$ cat config.mk
export PLATFORM = sky130hd
export DESIGN_NAME = julian_day_calendar_converter
export DESIGN_NICKNAME = d
export VERILOG_FILES = /design/src/rtl/jdcc_pkg.sv /design/src/rtl/julian_day_calendar_converter.sv
export SDC_FILE = /design/constraint.sdc
export NUM_CORES = 2
export LEC_CHECK = 0
export BUFFER_PORTS_ARGS = -buffer_cell sky130_fd_sc_hd__buf_4
export CAP_MARGIN = 20
export CORE_MARGIN = 2
export CORE_UTILIZATION = 31
export DETAILED_ROUTE_END_ITERATION = 8
export MAX_ROUTING_LAYER = met4
export PLACE_DENSITY = 0.48
export SLEW_MARGIN = 20
export SYNTH_ARGS = -nofsm -noshare
export SYNTH_HDL_FRONTEND = slang
export SYNTH_SLANG_ARGS = --single-unit
$ cat constraint.sdc
create_clock -name aclk -period 8.59 [get_ports aclk]
set_input_delay 0.859 -clock aclk [delete_from_list [all_inputs] [get_ports aclk]]
set_output_delay 0.859 -clock aclk [all_outputs]
set_load 0.05 [all_outputs]
$ cat src/rtl/jdcc_pkg.sv
// Shared constants and tables for the Julian day and calendar date converter.
package jdcc_pkg;

    // Operation codes carried on s_op
    localparam logic OP_TO_JULIAN   = 1'b0;
    localparam logic OP_TO_CALENDAR = 1'b1;

    // Calendar reform thresholds (15 Oct 1582)
    localparam logic signed [25:0] GREG_START_KEY = 26'sd588829;
    localparam logic [22:0]        GREG_START_JD  = 23'd2299161;

    // Day number and year offsets, and the output year limit
    localparam logic signed [27:0] JD_BASE_OFS = 28'sd1720995;
    localparam logic [22:0]        ALPHA_OFS   = 23'd1867216;
    localparam logic [23:0]        B_OFS       = 24'd1524;
    localparam logic [27:0]        C_NUM_OFS   = 28'd2442;
    localparam logic signed [15:0] YEAR_OFS    = 16'sd4715;
    localparam logic signed [15:0] YEAR_MAX    = 16'sd16383;

    // Reciprocal of 100 for the century count, exact for magnitudes below 2**15
    localparam int            CENT_SHIFT = 19;
    localparam logic [63:0]   CENT_MUL64 = ((64'd1 << CENT_SHIFT) + 64'd99) / 64'd100;
    localparam logic [12:0]   CENT_MUL   = CENT_MUL64[12:0];

    // Reciprocal of 146097 for alpha, exact for numerators below 2**25
    localparam int            ALPHA_SHIFT = 43;
    localparam logic [63:0]   ALPHA_MUL64 = ((64'd1 << ALPHA_SHIFT) + 64'd146096) / 64'd146097;
    localparam logic [25:0]   ALPHA_MUL   = ALPHA_MUL64[25:0];

    // Reciprocal of 7305 for the year count, exact for numerators below 2**28
    localparam int            YCNT_SHIFT = 41;
    localparam logic [63:0]   YCNT_MUL64 = ((64'd1 << YCNT_SHIFT) + 64'd7304) / 64'd7305;
    localparam logic [28:0]   YCNT_MUL   = YCNT_MUL64[28:0];

    // Scaled reciprocal of 30.6001 for the month count, exact for 9-bit inputs
    localparam int            MCNT_SHIFT = 28;
    localparam logic [63:0]   MCNT_MUL64 =
        ((64'd1 << MCNT_SHIFT) * 64'd10000 + 64'd306000) / 64'd306001;
    localparam logic [23:0]   MCNT_MUL   = MCNT_MUL64[23:0];

    // floor(30.6001 * j) for the month index j
    function automatic logic [8:0] month_ofs(input logic [4:0] j);
        logic [8:0] r;
        case (j)
            5'd1:    r = 9'd30;
            5'd2:    r = 9'd61;
            5'd3:    r = 9'd91;
            5'd4:    r = 9'd122;
            5'd5:    r = 9'd153;
            5'd6:    r = 9'd183;
            5'd7:    r = 9'd214;
            5'd8:    r = 9'd244;
            5'd9:    r = 9'd275;
            5'd10:   r = 9'd306;
            5'd11:   r = 9'd336;
            5'd12:   r = 9'd367;
            5'd13:   r = 9'd397;
            5'd14:   r = 9'd428;
            5'd15:   r = 9'd459;
            5'd16:   r = 9'd489;
            default: r = 9'd0;
        endcase
        return r;
    endfunction

endpackage

$ cat src/rtl/julian_day_calendar_converter.sv
// Pipelined converter between calendar dates and Julian day numbers.
//
// Each transfer on the s_ channel carries one request: s_op selects date to day
// number or day number to date, and exactly one result transfer follows on the
// m_ channel, in order. The pipeline has seven register stages, and a new
// request can be taken every cycle unless all stages are full behind a stalled
// result. The depth is set by the three constant divisions of the reverse
// direction (by 146097, by 7305 and by 30.6001), each done as a multiplication
// by a scaled reciprocal with its own stage. Each stage holds its item when the
// stage after it is full and holding, so the block keeps taking requests into
// empty stages while a result waits on m_ready. Dates before 15 Oct 1582
// use the Julian calendar, later ones the Gregorian; negative years are BC.
module julian_day_calendar_converter import jdcc_pkg::*; (
    input  logic               aclk,
    input  logic               aresetn,
    input  logic               s_valid,
    output logic               s_ready,
    input  logic               s_op,
    input  logic [3:0]         s_in_month,
    input  logic [7:0]         s_in_day,
    input  logic signed [14:0] s_in_year,
    input  logic [22:0]        s_in_julian_day,
    output logic               m_valid,
    input  logic               m_ready,
    output logic [22:0]        m_out_julian_day,
    output logic [3:0]         m_out_month,
    output logic [4:0]         m_out_day,
    output logic signed [14:0] m_out_year,
    output logic               m_invalid
);

    // ---------------------------------------------------------------- control
    logic [6:1] v_reg;
    logic       m_valid_reg;
    logic [7:1] ld;

    // Let a stage load when it is empty or its item moves on
    always_comb begin
        ld[7] = !m_valid_reg || m_ready;
        for (int k = 6; k >= 1; k--) begin
            ld[k] = !v_reg[k] || ld[k+1];
        end
    end

    assign s_ready = ld[1];
    assign m_valid = m_valid_reg;

    // Advance valid bits with the data
    always_ff @(posedge aclk) begin
        if (!aresetn) begin
            v_reg       <= '0;
            m_valid_reg <= 1'b0;
        end else begin
            if (ld[1]) v_reg[1] <= s_valid;
            for (int k = 2; k <= 6; k++) begin
                if (ld[k]) v_reg[k] <= v_reg[k-1];
            end
            if (ld[7]) m_valid_reg <= v_reg[6];
        end
    end

    // ---------------------------------------------------------------- stage 1
    logic signed [15:0] yr_ext, yadj, jy_next;
    logic               mon_gt2;
    logic [4:0]         jm_next;
    logic signed [25:0] mix, key;
    logic signed [27:0] p1461_next;
    logic [14:0]        jy_abs_next;
    logic [22:0]        jofs;
    logic [24:0]        an_next;

    // Prepare the year/month split and the reform tests
    always_comb begin
        yr_ext      = {s_in_year[14], s_in_year};
        yadj        = (yr_ext < 16'sd0) ? yr_ext + 16'sd1 : yr_ext;
        mon_gt2     = s_in_month > 4'd2;
        jy_next     = mon_gt2 ? yadj : yadj - 16'sd1;
        jm_next     = mon_gt2 ? {1'b0, s_in_month} + 5'd1 : {1'b0, s_in_month} + 5'd13;
        mix         = $signed({{10{yadj[15]}}, yadj}) * 26'sd12
                      + $signed({22'd0, s_in_month});
        key         = mix * 26'sd31 + $signed({18'd0, s_in_day});
        p1461_next  = $signed({{12{jy_next[15]}}, jy_next}) * 28'sd1461;
        jy_abs_next = jy_next[15] ? 15'(-jy_next) : jy_next[14:0];
        jofs        = s_in_julian_day - ALPHA_OFS;
        an_next     = {jofs, 2'b00} - 25'd1;
    end

    logic               op1_reg, jz1_reg, jneg1_reg, gj1_reg, gc1_reg;
    logic [7:0]         day1_reg;
    logic [22:0]        jdn1_reg;
    logic [14:0]        jabs1_reg;
    logic [4:0]         jm1_reg;
    logic signed [27:0] p1461_reg;
    logic [24:0]        an1_reg;

    // ---------------------------------------------------------------- stage 2
    logic signed [27:0] q1461, base_next;
    logic [27:0]        cprod;
    logic [50:0]        aprod;

    // Sum the day number parts; scale for century and alpha quotients
    always_comb begin
        q1461     = p1461_reg >>> 2;
        base_next = q1461 + $signed({19'd0, month_ofs(jm1_reg)})
                    + $signed({20'd0, day1_reg}) + JD_BASE_OFS;
        cprod     = {13'd0, jabs1_reg} * {15'd0, CENT_MUL};
        aprod     = {26'd0, an1_reg} * {25'd0, ALPHA_MUL};
    end

    logic               op2_reg, jz2_reg, jneg2_reg, gj2_reg, gc2_reg;
    logic [22:0]        jdn2_reg;
    logic signed [27:0] base2_reg;
    logic [8:0]         cq2_reg;
    logic [7:0]         alpha2_reg;

    // ---------------------------------------------------------------- stage 3
    logic signed [10:0] cent_u, c4_u, cent, c4, corr;
    logic signed [27:0] jd_full;
    logic [22:0]        jd_next;
    logic [23:0]        a_val, b_next;
    logic [27:0]        cnum_next;

    // Apply the Gregorian correction and clamp negative day numbers to zero; form the year count numerator
    always_comb begin
        cent_u  = $signed({2'b00, cq2_reg});
        c4_u    = $signed({4'b0000, cq2_reg[8:2]});
        cent    = jneg2_reg ? -cent_u : cent_u;
        c4      = jneg2_reg ? -c4_u : c4_u;
        corr    = 11'sd2 - cent + c4;
        jd_full = base2_reg + (gj2_reg ? $signed({{17{corr[10]}}, corr}) : 28'sd0);
        jd_next = (jd_full < 28'sd0) ? 23'd0 : jd_full[22:0];
        a_val   = gc2_reg ? {1'b0, jdn2_reg} + 24'd1 + {16'd0, alpha2_reg}
                            - {18'd0, alpha2_reg[7:2]}
                          : {1'b0, jdn2_reg};
        b_next    = a_val + B_OFS;
        cnum_next = {4'd0, b_next} * 28'd20 - C_NUM_OFS;
    end

    logic        op3_reg, jz3_reg;
    logic [22:0] jd3_reg;
    logic [23:0] b3_reg;
    logic [27:0] cnum3_reg;

    // ---------------------------------------------------------------- stage 4
    logic [56:0] yprod;

    // Divide by 7305
    assign yprod = {29'd0, cnum3_reg} * {28'd0, YCNT_MUL};

    logic        op4_reg, jz4_reg;
    logic [22:0] jd4_reg;
    logic [23:0] b4_reg;
    logic [14:0] c4_reg;

    // ---------------------------------------------------------------- stage 5
    logic [23:0] dcnt, rem;

    // Take the whole days of the counted years off
    always_comb begin
        dcnt = {9'd0, c4_reg} * 24'd365 + {11'd0, c4_reg[14:2]};
        rem  = b4_reg - dcnt;
    end

    logic        op5_reg, jz5_reg;
    logic [22:0] jd5_reg;
    logic [14:0] c5_reg;
    logic [8:0]  n5_reg;

    // ---------------------------------------------------------------- stage 6
    logic [32:0] mprod;

    // Divide the day remainder by 30.6001
    assign mprod = {24'd0, n5_reg} * {9'd0, MCNT_MUL};

    logic        op6_reg, jz6_reg;
    logic [22:0] jd6_reg;
    logic [14:0] c6_reg;
    logic [8:0]  n6_reg;
    logic [3:0]  e6_reg;

    // ---------------------------------------------------------------- output
    logic [8:0]         dfull;
    logic [3:0]         mon0, mon_next;
    logic signed [15:0] y0, y1, y2, y_next;
    logic [22:0]        ojd_next;
    logic [3:0]         omon_next;
    logic [4:0]         oday_next;
    logic signed [14:0] oyear_next;
    logic               oinv_next;

    // Finish the calendar date and select the result by operation
    always_comb begin
        dfull    = n6_reg - month_ofs({1'b0, e6_reg});
        mon0     = e6_reg - 4'd1;
        mon_next = (mon0 > 4'd12) ? mon0 - 4'd12 : mon0;
        y0       = $signed({1'b0, c6_reg}) - YEAR_OFS;
        y1       = (mon_next > 4'd2) ? y0 - 16'sd1 : y0;
        y2       = (y1 <= 16'sd0) ? y1 - 16'sd1 : y1;
        y_next   = (y2 > YEAR_MAX) ? YEAR_MAX : y2;

        ojd_next   = '0;
        omon_next  = '0;
        oday_next  = '0;
        oyear_next = '0;
        oinv_next  = 1'b0;
        if (op6_reg == OP_TO_JULIAN) begin
            ojd_next = jd6_reg;
        end else if (jz6_reg) begin
            oinv_next = 1'b1;
        end else begin
            omon_next  = mon_next;
            oday_next  = dfull[4:0];
            oyear_next = y_next[14:0];
        end
    end

    logic [22:0]        ojd_reg;
    logic [3:0]         omon_reg;
    logic [4:0]         oday_reg;
    logic signed [14:0] oyear_reg;
    logic               oinv_reg;

    // Move payload down the pipeline; each stage holds while stalled
    always_ff @(posedge aclk) begin
        if (ld[1]) begin
            op1_reg   <= s_op;
            jz1_reg   <= (s_in_julian_day == 23'd0);
            jneg1_reg <= jy_next[15];
            gj1_reg   <= (key >= GREG_START_KEY);
            gc1_reg   <= (s_in_julian_day >= GREG_START_JD);
            day1_reg  <= s_in_day;
            jdn1_reg  <= s_in_julian_day;
            jabs1_reg <= jy_abs_next;
            jm1_reg   <= jm_next;
            p1461_reg <= p1461_next;
            an1_reg   <= an_next;
        end
        if (ld[2]) begin
            op2_reg    <= op1_reg;
            jz2_reg    <= jz1_reg;
            jneg2_reg  <= jneg1_reg;
            gj2_reg    <= gj1_reg;
            gc2_reg    <= gc1_reg;
            jdn2_reg   <= jdn1_reg;
            base2_reg  <= base_next;
            cq2_reg    <= cprod[27:CENT_SHIFT];
            alpha2_reg <= aprod[50:ALPHA_SHIFT];
        end
        if (ld[3]) begin
            op3_reg   <= op2_reg;
            jz3_reg   <= jz2_reg;
            jd3_reg   <= jd_next;
            b3_reg    <= b_next;
            cnum3_reg <= cnum_next;
        end
        if (ld[4]) begin
            op4_reg <= op3_reg;
            jz4_reg <= jz3_reg;
            jd4_reg <= jd3_reg;
            b4_reg  <= b3_reg;
            c4_reg  <= yprod[55:YCNT_SHIFT];
        end
        if (ld[5]) begin
            op5_reg <= op4_reg;
            jz5_reg <= jz4_reg;
            jd5_reg <= jd4_reg;
            c5_reg  <= c4_reg;
            n5_reg  <= rem[8:0];
        end
        if (ld[6]) begin
            op6_reg <= op5_reg;
            jz6_reg <= jz5_reg;
            jd6_reg <= jd5_reg;
            c6_reg  <= c5_reg;
            n6_reg  <= n5_reg;
            e6_reg  <= mprod[31:MCNT_SHIFT];
        end
        if (ld[7]) begin
            ojd_reg   <= ojd_next;
            omon_reg  <= omon_next;
            oday_reg  <= oday_next;
            oyear_reg <= oyear_next;
            oinv_reg  <= oinv_next;
        end
    end

    assign m_out_julian_day = ojd_reg;
    assign m_out_month      = omon_reg;
    assign m_out_day        = oday_reg;
    assign m_out_year       = oyear_reg;
    assign m_invalid        = oinv_reg;

    // ---------------------------------------------------------------- checks
    // A full pipeline behind a stalled result must refuse new requests
    a_full_stall: assert property (@(posedge aclk) disable iff (!aresetn)
        (&v_reg) && m_valid_reg && !m_ready |-> !s_ready)
        else $error("request taken while pipeline is full and stalled");

    // A taken request occupies the first stage next cycle
    a_enter: assert property (@(posedge aclk) disable iff (!aresetn)
        s_valid && s_ready |=> v_reg[1])
        else $error("taken request lost at pipeline entry");

    // An invalid flag comes with an all-zero date and day number
    a_inv_zero: assert property (@(posedge aclk) disable iff (!aresetn)
        m_valid && m_invalid |-> (m_out_julian_day == 23'd0) && (m_out_month == 4'd0)
                                 && (m_out_day == 5'd0) && (m_out_year == 15'sd0))
        else $error("invalid result carries nonzero fields");

    // A calendar result is a real date with a nonzero year
    a_cal_range: assert property (@(posedge aclk) disable iff (!aresetn)
        m_valid && (m_out_month != 4'd0) |-> (m_out_month <= 4'd12) && (m_out_day != 5'd0)
                                             && (m_out_year != 15'sd0)
                                             && (m_out_julian_day == 23'd0))
        else $error("calendar result out of range");

endmodule

==> run metrics <==
Slew Viols, Final 0; critical-path maximum fanout 4; Layout Nets roughly 8100; H-tree depth 2; post-synth net total approximately 8000; post-synthesis register bit count between 400 and 500; GRT overflow 0; deepest clock path buffer count 3; RSZ-0062 raised after global routing false; Final Wtd Congestion approximately 0.87; layout cells sized above 1 6.488%; first-pass GRT wire length about 230000 um; Netlist cell types about 100; vias in the first global route 42240; CP Launch Type input pin; gate count after technology mapping a little under 6000; global routing met3 resource utilization 1.217%; synthesized cell area roughly 0.063 mm^2; routed length per instance around 16 um; Min Clock Period, post-route between 8000 and 9000 ps; Hold WS 342.0 ps; Data arrival, critical path 8630 ps; CTS tree yes; Tot GR Track Use 14.14%; Syn. warnings 0; max reg flops 28; Min-Delay Path Class input pin to flop; die area around 0.21 mm^2; Area Overhead vs Synth 10.96%; Post-DRT Antenna Nets 0; GR met2 Demand/Resource 23.50%; die height 453.5 um; Synth Flop Type edfxtp_1; clk slew on worst S/H paths approximately 80 ps; count of final setup violators 0; Remaining DRCs 0; Final HPWL DP 119900 um; data required time of the worst path 9030 ps; largest cells by area after synthesis fa_1 (27%), ha_1 (22%), edfxtp_1 (21%); pin count of the biggest net entering global routing 70; Core Region ~0.20 mm^2; Slowest Stage Delay on Critical Path approximately 500 ps; CTS Root Cell clkbuf_16; Clock Skews between 90 and 100 ps; Post-synth EDFFs 433; slowest cell on the critical path fa_1; Detailed Routing Iterations Pass 1 6; Starting DRT DRC Count approximately 1700; die width about 450 um; Initial Util a little under a third; cts hold-fix bufs 0; Via Count 40100; Tcrit/Tclk final between 90% and 100%; achievable clock frequency roughly 0.12 GHz; CP Capture Type flop; status finished, final reports clean; Post-CTS Setup Repair Bufs 0; clock sinks between 400 and 500; area fraction of the dominant cell type after synthesis a little over a quarter; Syn Area/Cell ~11 um^2; num ports between 100 and 150; Slew @ Worst Pin around 1000 ps; asr flop ratio synth 0%; Max Cap Viol 0; final hold violations 0; most used cell, CP ha_1; Rows between 150 and 200; post-synthesis sequential area ratio 21.43%; gr busiest metal met2; initial antenna violation count 0; total CTS buffers 54; Inserted Diodes 0; routed vias/inst 4.538; Post-CTS Resized 0; Setup Crit Path Kind input pin to flop; Yosys top cell by area fa_1; met1 Usage GRT roughly a fifth; worst relative slew slack 31.01%; Port Buf Inserts between 100 and 150; Clock Latency Late Sink about 710 ps; DRT Wirelength roughly 140000 um
==> cells by family after synthesis <==
| logic type | Yosys count | synth area share [%] |
|---|---|---|
| muxes | 34 | 0.5632 |
| adders and majority gates | 1947 | 48.94 |
| buffers and inverters | 1409 | 8.482 |
| DFF | 454 | 21.43 |
| AOI/OAI and AO/OA | 743 | 8.007 |
| and+or+nand+nor | 922 | 7.420 |
| xor gates and xnor gates | 364 | 5.159 |
==> cells in the final DEF, fill, tap and decap left out, types with 128 or more instances in the layout <==
master	n
inv_1	1363
edfxtp_1	433
buf_4	233
xnor2_1	229
ha_1	1108
nand2_1	190
fa_1	839
nor2_1	227
a21oi_1	176
o21ai_0	145
xor2_1	128
==> critical path, delay by kind of cell <==
| kind | cells | cell delay, ps |
|---|---|---|
| simple gates | 3 | 460 |
| fa+ha+maj | 9 | 3210 |
| xor+xnor | 4 | 830 |
| compound gates | 13 | 2880 |
| buf+inv | 4 | 390 |
==> path summary, 6_finish.rpt <==
| kind | startpoint | endpoint | slack (ps) | cells after the start |
|---|---|---|---|---|
| setup / recovery | s_in_year[0] | gj1_reg$_DFFE_PN_ | 390 | 33 |
| hold reg to reg | b3_reg[4]$_DFFE_PP_ | b4_reg[4]$_DFFE_PP_ | 360 | 0 |
| hold / removal | s_in_day[3] | day1_reg[3]$_DFFE_PN_ | 340 | 1 |
| setup reg to reg | cnum3_reg[17]$_DFFE_PP_ | c4_reg[14]$_DFFE_PP_ | 940 | 23 |
==> metal layers <==
layer,vias to the layer above,routed length (um)
met1,19680,65610
met4,0,2525
met3,120,3356
li1,19890,-
met2,413,66970
met5,-,0
==> Yosys cell counts, types with 14 or more instances <==
master / number
inv_1: 1365
ha_1: 1108
fa_1: 839
edfxtp_1: 433
xnor2_1: 230
nor2_1: 227
nand2_1: 192
a21oi_1: 176
o21ai_0: 146
xor2_1: 129
nor3_1: 104
nand3_1: 84
a21o_1: 79
nor2b_1: 59
o21a_1: 52
a211oi_1: 45
nand2b_1: 36
and3_1: 34
a31oi_1: 33
and2_1: 33
clkbuf_1: 33
or3_1: 30
mux2i_1: 26
nand4_1: 24
nor4_1: 24
dfxtp_1: 21
o31ai_1: 20
o211ai_1: 17
o21bai_1: 17
a211o_1: 14
==> cell type report <==
type	count	area [um^2]
Fill cell	20540	132000
Multi-Input combinational cell	4010	43970
Sequential cell	454	13420
Inverter	1366	5127
Tap cell	2672	3343
Timing Repair Buffer	234	1754
Clock buffer	57	1363
Clock inverter	44	531.8
==> stage by stage <==
stage	utilization [%]	area (um^2)	cells	worst slack (ps)	setup TNS (ps)
floorplan	-	62650	5873	71.18	0
global placement	33.55	67600	8735	-322.4	-322.4
detailed placement	33.55	67600	8736	-336.9	-336.9
CTS	34.49	69500	8837	469.8	0
global route	34.50	69510	8837	17.10	0
finish	34.50	69510	8837	393.7	0
Power is not shown: default switching activity piles up to over one toggle a cycle in this logic, so the estimate is an artifact.
